File: src/sv/llss_pkg.sv
`default_nettype none

package llss_pkg;

    // table geometry
    localparam int MAX_SERVERS = 16;
    localparam int IDX_W       = $clog2(MAX_SERVERS);
    localparam int ACT_W       = 5;
    localparam int LOAD_W      = 32;
    localparam int FAIL_W      = 32;
    localparam int REQ_CNT_W   = 16;
    localparam int CFG_DATA_W  = 16;

    // depth of the queue between front and back
    localparam int QUEUE_DEPTH = 2;

    // register reset values
    localparam logic [ACT_W-1:0]     ACTIVE_RESET = ACT_W'(MAX_SERVERS);
    localparam logic [REQ_CNT_W-1:0] RPC_RESET    = REQ_CNT_W'(5);

    // configuration register indexes
    localparam logic REG_ACTIVE_SERVERS     = 1'b0;
    localparam logic REG_REQUESTS_PER_CHECK = 1'b1;

    // opcodes
    localparam logic [1:0] OP_DISPATCH  = 2'd0;
    localparam logic [1:0] OP_REPORT    = 2'd1;
    localparam logic [1:0] OP_MARK_DOWN = 2'd2;
    localparam logic [1:0] OP_END_ROUND = 2'd3;

    typedef struct packed {
        logic [1:0]        opcode;
        logic [3:0]        server_index;
        logic              report_ok;
        logic [LOAD_W-1:0] reported_load;
        logic [FAIL_W-1:0] reported_failures;
    } req_t;

    typedef struct packed {
        logic [3:0] chosen_index;
        logic       chosen_valid;
        logic       check_due;
    } rsp_t;

    // classified request as it sits in the queue
    typedef struct packed {
        req_t req;
        logic is_dispatch;
        logic idx_ok;
    } cmd_t;

    // configuration seen by the back end
    typedef struct packed {
        logic [ACT_W-1:0]     active_servers;
        logic [REQ_CNT_W-1:0] requests_per_check;
    } cfg_t;

endpackage

`default_nettype wire

File: src/sv/llss_front.sv
`default_nettype none

module llss_front (
    input  wire               clk,
    input  wire               rst_n,
    input  wire               req_valid,
    output logic              req_ready,
    input  llss_pkg::req_t    req_data,
    output logic              cmd_valid,
    output llss_pkg::cmd_t    cmd_data,
    input  wire               cmd_pop
);
    import llss_pkg::*;

    localparam int QPTR_W = (QUEUE_DEPTH > 1) ? $clog2(QUEUE_DEPTH) : 1;
    localparam int QCNT_W = $clog2(QUEUE_DEPTH + 1);

    cmd_t              queue_mem [QUEUE_DEPTH];
    logic [QPTR_W-1:0] wr_ptr_reg, wr_ptr_next;
    logic [QPTR_W-1:0] rd_ptr_reg, rd_ptr_next;
    logic [QCNT_W-1:0] count_reg, count_next;
    logic              push, pop;
    cmd_t              cmd_in;

    // classify the incoming request
    always_comb
    begin
        cmd_in.req         = req_data;
        cmd_in.is_dispatch = (req_data.opcode == OP_DISPATCH);
        cmd_in.idx_ok      = ({1'b0, req_data.server_index} < 5'(MAX_SERVERS));
    end

    assign req_ready = (count_reg != QCNT_W'(QUEUE_DEPTH));
    assign push      = req_valid && req_ready;
    assign cmd_valid = (count_reg != '0);
    assign pop       = cmd_pop && cmd_valid;
    assign cmd_data  = queue_mem[rd_ptr_reg];

    // advance pointers with wrap
    always_comb
    begin
        wr_ptr_next = wr_ptr_reg;
        rd_ptr_next = rd_ptr_reg;
        count_next  = count_reg;
        if (push)
        begin
            wr_ptr_next = (wr_ptr_reg == QPTR_W'(QUEUE_DEPTH - 1)) ? '0 : wr_ptr_reg + 1'b1;
        end
        if (pop)
        begin
            rd_ptr_next = (rd_ptr_reg == QPTR_W'(QUEUE_DEPTH - 1)) ? '0 : rd_ptr_reg + 1'b1;
        end
        if (push && !pop)
        begin
            count_next = count_reg + 1'b1;
        end
        else if (pop && !push)
        begin
            count_next = count_reg - 1'b1;
        end
    end

    always_ff @(posedge clk or negedge rst_n)
    begin
        if (!rst_n)
        begin
            wr_ptr_reg <= '0;
            rd_ptr_reg <= '0;
            count_reg  <= '0;
        end
        else
        begin
            wr_ptr_reg <= wr_ptr_next;
            rd_ptr_reg <= rd_ptr_next;
            count_reg  <= count_next;
        end
    end

    // store the request
    always_ff @(posedge clk)
    begin
        if (push)
        begin
            queue_mem[wr_ptr_reg] <= cmd_in;
        end
    end

endmodule

`default_nettype wire

File: src/sv/llss_back.sv
`default_nettype none

module llss_back (
    input  wire               clk,
    input  wire               rst_n,
    input  llss_pkg::cfg_t    cfg,
    input  wire               cmd_valid,
    input  llss_pkg::cmd_t    cmd_data,
    output logic              cmd_pop,
    output logic              rsp_valid,
    input  wire               rsp_ready,
    output llss_pkg::rsp_t    rsp_data
);
    import llss_pkg::*;

    localparam logic [1:0] ST_IDLE   = 2'd0;
    localparam logic [1:0] ST_SCAN   = 2'd1;
    localparam logic [1:0] ST_FINISH = 2'd2;

    // Load and failure entries need no reset: an entry only comes up through
    // a good report, which writes both counts.
    logic [LOAD_W-1:0]      load_mem [MAX_SERVERS];
    logic [FAIL_W-1:0]      fail_mem [MAX_SERVERS];
    logic [MAX_SERVERS-1:0] down_reg, down_next;

    logic [1:0]             state_reg, state_next;
    cmd_t                   cmd_reg;
    logic [IDX_W-1:0]       scan_idx_reg, scan_idx_next;
    logic                   found_reg, found_next;
    logic [IDX_W-1:0]       best_idx_reg, best_idx_next;
    logic [LOAD_W-1:0]      best_load_reg, best_load_next;
    logic [FAIL_W-1:0]      best_fail_reg, best_fail_next;
    logic [REQ_CNT_W-1:0]   reqs_reg, reqs_next;
    rsp_t                   rsp_reg, rsp_next;
    logic                   rsp_valid_reg, rsp_valid_next;

    logic [ACT_W-1:0]       used_n;
    logic [IDX_W-1:0]       last_idx;
    logic [LOAD_W-1:0]      cur_load;
    logic [FAIL_W-1:0]      cur_fail;
    logic                   better;
    logic                   finish_fire;
    logic                   load_we, fail_we;
    logic [IDX_W-1:0]       wr_idx;
    logic [LOAD_W-1:0]      load_wdata;
    logic [IDX_W-1:0]       tgt_idx;

    // clamp the active count into the table
    always_comb
    begin
        used_n = cfg.active_servers;
        if (used_n == '0)
        begin
            used_n = ACT_W'(1);
        end
        if (used_n > ACT_W'(MAX_SERVERS))
        begin
            used_n = ACT_W'(MAX_SERVERS);
        end
        last_idx = IDX_W'(used_n - 1'b1);
    end

    assign tgt_idx  = IDX_W'(cmd_reg.req.server_index);
    assign cur_load = load_mem[scan_idx_reg];
    assign cur_fail = fail_mem[scan_idx_reg];

    // compare the scanned entry against the best so far
    always_comb
    begin
        better = !down_reg[scan_idx_reg] &&
                 (!found_reg || (cur_load < best_load_reg) ||
                  ((cur_load == best_load_reg) && (cur_fail < best_fail_reg)));
    end

    assign cmd_pop     = (state_reg == ST_IDLE) && cmd_valid;
    assign finish_fire = (state_reg == ST_FINISH) && (!rsp_valid_reg || rsp_ready);

    // sequencer
    always_comb
    begin
        state_next     = state_reg;
        scan_idx_next  = scan_idx_reg;
        found_next     = found_reg;
        best_idx_next  = best_idx_reg;
        best_load_next = best_load_reg;
        best_fail_next = best_fail_reg;
        down_next      = down_reg;
        reqs_next      = reqs_reg;
        rsp_next       = rsp_reg;
        rsp_valid_next = rsp_valid_reg && !rsp_ready;
        load_we        = 1'b0;
        fail_we        = 1'b0;
        wr_idx         = tgt_idx;
        load_wdata     = cmd_reg.req.reported_load;

        case (state_reg)
            ST_IDLE:
            begin
                if (cmd_valid)
                begin
                    scan_idx_next = '0;
                    found_next    = 1'b0;
                    best_idx_next = '0;
                    state_next    = cmd_data.is_dispatch ? ST_SCAN : ST_FINISH;
                end
            end
            ST_SCAN:
            begin
                if (better)
                begin
                    found_next     = 1'b1;
                    best_idx_next  = scan_idx_reg;
                    best_load_next = cur_load;
                    best_fail_next = cur_fail;
                end
                if (scan_idx_reg == last_idx)
                begin
                    state_next = ST_FINISH;
                end
                else
                begin
                    scan_idx_next = scan_idx_reg + 1'b1;
                end
            end
            ST_FINISH:
            begin
                if (finish_fire)
                begin
                    rsp_next.chosen_index = '0;
                    rsp_next.chosen_valid = 1'b0;
                    case (cmd_reg.req.opcode)
                        OP_DISPATCH:
                        begin
                            if (found_reg)
                            begin
                                load_we    = 1'b1;
                                wr_idx     = best_idx_reg;
                                load_wdata = (best_load_reg == '1) ? best_load_reg
                                                                   : best_load_reg + 1'b1;
                                rsp_next.chosen_index = 4'(best_idx_reg);
                                rsp_next.chosen_valid = 1'b1;
                            end
                            if (reqs_reg != '1)
                            begin
                                reqs_next = reqs_reg + 1'b1;
                            end
                        end
                        OP_REPORT:
                        begin
                            if (cmd_reg.idx_ok)
                            begin
                                if (cmd_reg.req.report_ok)
                                begin
                                    load_we            = 1'b1;
                                    fail_we            = 1'b1;
                                    down_next[tgt_idx] = 1'b0;
                                end
                                else
                                begin
                                    down_next[tgt_idx] = 1'b1;
                                end
                            end
                        end
                        OP_MARK_DOWN:
                        begin
                            if (cmd_reg.idx_ok)
                            begin
                                down_next[tgt_idx] = 1'b1;
                            end
                        end
                        default:
                        begin
                            reqs_next = '0;
                        end
                    endcase
                    rsp_next.check_due = (reqs_next >= cfg.requests_per_check);
                    rsp_valid_next     = 1'b1;
                    state_next         = ST_IDLE;
                end
            end
            default:
            begin
                state_next = ST_IDLE;
            end
        endcase
    end

    always_ff @(posedge clk or negedge rst_n)
    begin
        if (!rst_n)
        begin
            state_reg     <= ST_IDLE;
            down_reg      <= '1;
            reqs_reg      <= '0;
            rsp_valid_reg <= 1'b0;
            found_reg     <= 1'b0;
        end
        else
        begin
            state_reg     <= state_next;
            down_reg      <= down_next;
            reqs_reg      <= reqs_next;
            rsp_valid_reg <= rsp_valid_next;
            found_reg     <= found_next;
        end
    end

    // latch the popped request and the scan datapath
    always_ff @(posedge clk)
    begin
        if (cmd_pop)
        begin
            cmd_reg <= cmd_data;
        end
        scan_idx_reg  <= scan_idx_next;
        best_idx_reg  <= best_idx_next;
        best_load_reg <= best_load_next;
        best_fail_reg <= best_fail_next;
        rsp_reg       <= rsp_next;
    end

    // write the server table
    always_ff @(posedge clk)
    begin
        if (load_we)
        begin
            load_mem[wr_idx] <= load_wdata;
        end
        if (fail_we)
        begin
            fail_mem[wr_idx] <= cmd_reg.req.reported_failures;
        end
    end

    assign rsp_valid = rsp_valid_reg;
    assign rsp_data  = rsp_reg;

endmodule

`default_nettype wire

File: src/sv/least_loaded_server_select_top.sv
// Flow: an accepted request waits in the queue until the idle back end pops it; a
// dispatch then scans the active entries in the scan state, one table entry per cycle,
// while report, mark-down and end-of-round requests go straight to the finish state,
// which waits until the result register is empty or being read, then writes the result.
// Reset: all servers down, request counter zero, active_servers 16, requests_per_check 5.
`default_nettype none

module least_loaded_server_select_top (
    input  wire                                 clk,
    input  wire                                 rst_n,
    input  wire                                 cfg_we,
    input  wire                                 cfg_index,
    input  wire [llss_pkg::CFG_DATA_W-1:0]      cfg_data,
    input  wire                                 req_valid,
    output logic                                req_ready,
    input  llss_pkg::req_t                      req_data,
    output logic                                rsp_valid,
    input  wire                                 rsp_ready,
    output llss_pkg::rsp_t                      rsp_data
);
    import llss_pkg::*;

    logic [ACT_W-1:0]     active_reg;
    logic [REQ_CNT_W-1:0] rpc_reg;
    cfg_t                 cfg;
    logic                 cmd_valid;
    logic                 cmd_pop;
    cmd_t                 cmd_data;

    // hold configuration registers
    always_ff @(posedge clk or negedge rst_n)
    begin
        if (!rst_n)
        begin
            active_reg <= ACTIVE_RESET;
            rpc_reg    <= RPC_RESET;
        end
        else if (cfg_we)
        begin
            case (cfg_index)
                REG_ACTIVE_SERVERS:     active_reg <= cfg_data[ACT_W-1:0];
                REG_REQUESTS_PER_CHECK: rpc_reg    <= cfg_data[REQ_CNT_W-1:0];
                default:                active_reg <= active_reg;
            endcase
        end
    end

    assign cfg.active_servers     = active_reg;
    assign cfg.requests_per_check = rpc_reg;

    llss_front u_front (
        .clk       (clk),
        .rst_n     (rst_n),
        .req_valid (req_valid),
        .req_ready (req_ready),
        .req_data  (req_data),
        .cmd_valid (cmd_valid),
        .cmd_data  (cmd_data),
        .cmd_pop   (cmd_pop)
    );

    llss_back u_back (
        .clk       (clk),
        .rst_n     (rst_n),
        .cfg       (cfg),
        .cmd_valid (cmd_valid),
        .cmd_data  (cmd_data),
        .cmd_pop   (cmd_pop),
        .rsp_valid (rsp_valid),
        .rsp_ready (rsp_ready),
        .rsp_data  (rsp_data)
    );

endmodule

`default_nettype wire
File: config.mk
export PLATFORM = sky130hd
export DESIGN_NAME = least_loaded_server_select_top
export DESIGN_NICKNAME = d
export VERILOG_FILES = /design/src/sv/llss_pkg.sv /design/src/sv/llss_front.sv /design/src/sv/llss_back.sv /design/src/sv/least_loaded_server_select_top.sv
export SDC_FILE = /design/constraint.sdc
export NUM_CORES = 1
export LEC_CHECK = 0
export BUFFER_PORTS_ARGS = -buffer_cell sky130_fd_sc_hd__buf_2
export CORE_MARGIN = 4
export CORE_UTILIZATION = 40
export DETAILED_ROUTE_END_ITERATION = 16
export PLACE_DENSITY = 0.52
export SYNTH_ARGS = -nofsm -noshare
export SYNTH_HDL_FRONTEND = slang
export SYNTH_HIERARCHICAL = 1
export SYNTH_SLANG_ARGS = --single-unit
File: constraint.sdc
create_clock -name clk -period 14.4 [get_ports clk]
set_clock_uncertainty 0.1 [all_clocks]
set_input_delay 3.6 -clock clk [delete_from_list [all_inputs] [get_ports clk]]
set_output_delay 3.6 -clock clk [all_outputs]
set_load 0.1 [all_outputs]
==> impl_metrics.ini <==
[finish]
finalNetCount = 3074
fillCellCount = 11410
drive_above_1_share_pct = 29.24
final_util_pct = 45.92
synthToLayoutAreaGrowth_pct = 14.04
reg_top3 = u_back/fail_mem: 512 flops, u_back/load_mem: 512 flops, u_front/queue_mem: 144 flops

[clocking]
cts_tree = built
cts.clk_slew.worst_paths_ps = 60
clk_latency_ps = 780
htreeDepth = 4
clock_path_buffers = 3
clock_sinks = 1383
post_cts_resized = 0
tritoncts.num_buffers = 148
clockRootBuffer = clkbuf_16
postCtsSetupBuffers = 0
ctsHoldBuffers = 0

[synthesis]
synthTopCellsByCount = edfxtp_1, mux4_2, inv_1
synth_edf_count = 1318
synth.yosys.seq_area_share_pct = 74.53
async_flop_share_pct = 4.411
ys_types = 70
synth_top_area_share_pct = 71.58
synth.most_common_cell = edfxtp_1
avgSynthCellArea_um2 = 20.52
synth_top_flop_cell = edfxtp_1
ys_warn_count = 6
synth_area_um2 = 55290
synth-seq-cells = 1383
synth_cells = 2695
mappedNetlistNets = 2876
yosysTopAreaCell = edfxtp_1
synthTopCellsByArea = edfxtp_1, mux4_2, ha_1, dfrtp_1, mux2_4

[placed_design]
place_hpwl_um = 71780
gp_congestion = 0.8159
numPortBuffers = 100

[pwr]
vdd_drop_max_uv = 200.1
p_leak_nw = 20.54
p_per_area_nw_per_um2 = 203.3

[worst_setup_path]
worst-path-buf-inv = 3
worst_path_max_delay_cell = buf_4
worstSetupStartpointType = flop
cp.required_ps = 14670
path_cells = buf_4 -> buf_4 -> mux4_2 -> mux4_2 -> ha_1 -> nand4_1 -> nor4_1 -> nand4_1 -> a2111o_1 -> a31oi_4 -> buf_4
crit_family = buffers and inverters
crit_top_cell = buf_4
critical_path.max_fanout = 64
path_class = reg2reg
critPathArrivalTime_ps = 7820
crit_path_end_kind = flop
max_stage_delay_ps = 890

[floorplanning]
chipWidth_um = 379.8
die_area_um2 = 144200
pin_count = 101
num_rows = 136
coreArea_um2 = 137300
initial_utilization_pct = 40.26
die-height_um = 379.8

[route]
post_drt_via_cell_ratio = 5.532
ant_nets = 0
wl_per_cell_um = 25.93
drc = 0
wirelength_um = 124800
firstDrtPassIters = 7
dr_total_vias = 26620
drtIter0Drc = 2489

[sta]
clock.fmax_ghz = 0.1324
max_slew_margin_pct = 13.65
drv_slew = 0
setup_viol = 0
post-route-period-util_pct = 52.46
worst_pin_slew_ps = 1289
finalSetupTns_ps = 0
hold_violations = 0
fin_crit_ps = 7554
rsz0062_at_grt = no

[grt]
grt_max_degree = 155
grt_pass1_wl_um = 186100
grt_usage_pct = 17.38
overflow = 0
grt_antenna_before_repair = 0
grt_pass1_vias = 27850

[status]
status = finished clean

[job]
cap_violations = 0

[min_path]
hold_path_class = reg2reg
[layout make-up]
class / count / area, um^2 / share of cell area (%)
timing repair buffer: 160 / 975.9 / 1.548
tap: 1794 / 2245 / 3.560
multi-input combinational: 1105 / 13460 / 21.35
clock buffer: 178 / 3859 / 6.120
sequential: 1383 / 41230 / 65.38
antenna: 1 / 2.502 / 0.003969
inverter: 95 / 356.6 / 0.5655
clock inverter: 95 / 927.1 / 1.470
[worst paths after layout]
kind,cells past startpoint,slack [ps],startpoint,end
setup / recovery,11,6850,flop,u_back/best_fail_reg[21]
hold / removal,1,390,u_front/count_reg[1],u_front/count_reg[1]
setup reg to reg,11,6850,flop,u_back/best_fail_reg[21]
hold reg to reg,1,390,u_front/count_reg[1],u_front/count_reg[1]
min in group asynchronous,2,2910,rst_n,rpc_reg[3]
max in group asynchronous,2,10700,rst_n,u_front/rd_ptr_reg
[where the power goes]
part	leakage, nW	switching (mW)	internal, mW
registers	12.7	0.577	5.43
clock network	2.32	1.57	2.13
logic	5.54	1.78	1.33
total	20.5	3.92	8.90
[kinds of logic (layout without fill, tap and decap cells)]
kind of cell / count (synthesis) / in the layout / share of synthesized area [%]
multiplexers: 425 / 425 / 15.70
flip-flops: 1383 / 1383 / 74.53
AO/OA/AOI/OAI: 228 / 228 / 2.514
AND/OR/NAND/NOR: 336 / 336 / 3.143
other: 1 / 2 / 0.006782
adder cells (fa/ha/maj): 88 / 88 / 1.991
XOR/XNOR: 27 / 27 / 0.4277
buffers and inverters: 207 / 528 / 1.690
[worst reg2reg max path, stage by stage, from the launching register on]
cell      delay [ps]
dfxtp_4          880
buf_4            870
buf_4            980
mux4_2           670
mux4_2           580
ha_1             360
nand4_1          190
nor4_1           750
nand4_1          220
a2111o_1         500
a31oi_4          180
buf_4            840
[through the flow]
step / hold WS [ps] / instance area (um^2) / std cells / power [mW] / worst slack, ps
floorplan: 356.4 / 55290 / 2695 / 8.107 / 6282
global placement: 374.3 / 58220 / 4532 / 9.136 / 6745
detailed placement: 380.3 / 58230 / 4533 / 9.236 / 6648
CTS: 389.1 / 63010 / 4806 / 12.98 / 6628
global route: 420.1 / 63050 / 4810 / 13.49 / 6228
finish: 391.4 / 63050 / 4811 / 12.82 / 6846
[layout by cell type, fill, tap and decap left out, drive strengths merged, types with 24 or more instances in the layout]
master / count
mux4: 323
o21ai: 45
clkinv: 68
ha: 88
mux2: 100
a21oi: 89
nand3: 32
edfxtp: 1318
dfrtp: 42
buf: 160
clkbuf: 178
a31oi: 24
inv: 100
nor2: 83
nand2: 67
nand4: 28
[metal layers]
metal | GRT usage, % | up-vias | part of all wire [%] | wire length (um)
met5 | 0 | - | 0 | 0
met1 | 25.56 | 14160 | 46 | 56820
met2 | 27.12 | 778 | 47 | 58810
met4 | 4.161 | 0 | 1.8 | 2248
met3 | 3.142 | 177 | 5.5 | 6878
li1 | - | 11500 | - | -
No activity file was read; power rests on OpenSTA's default activity.
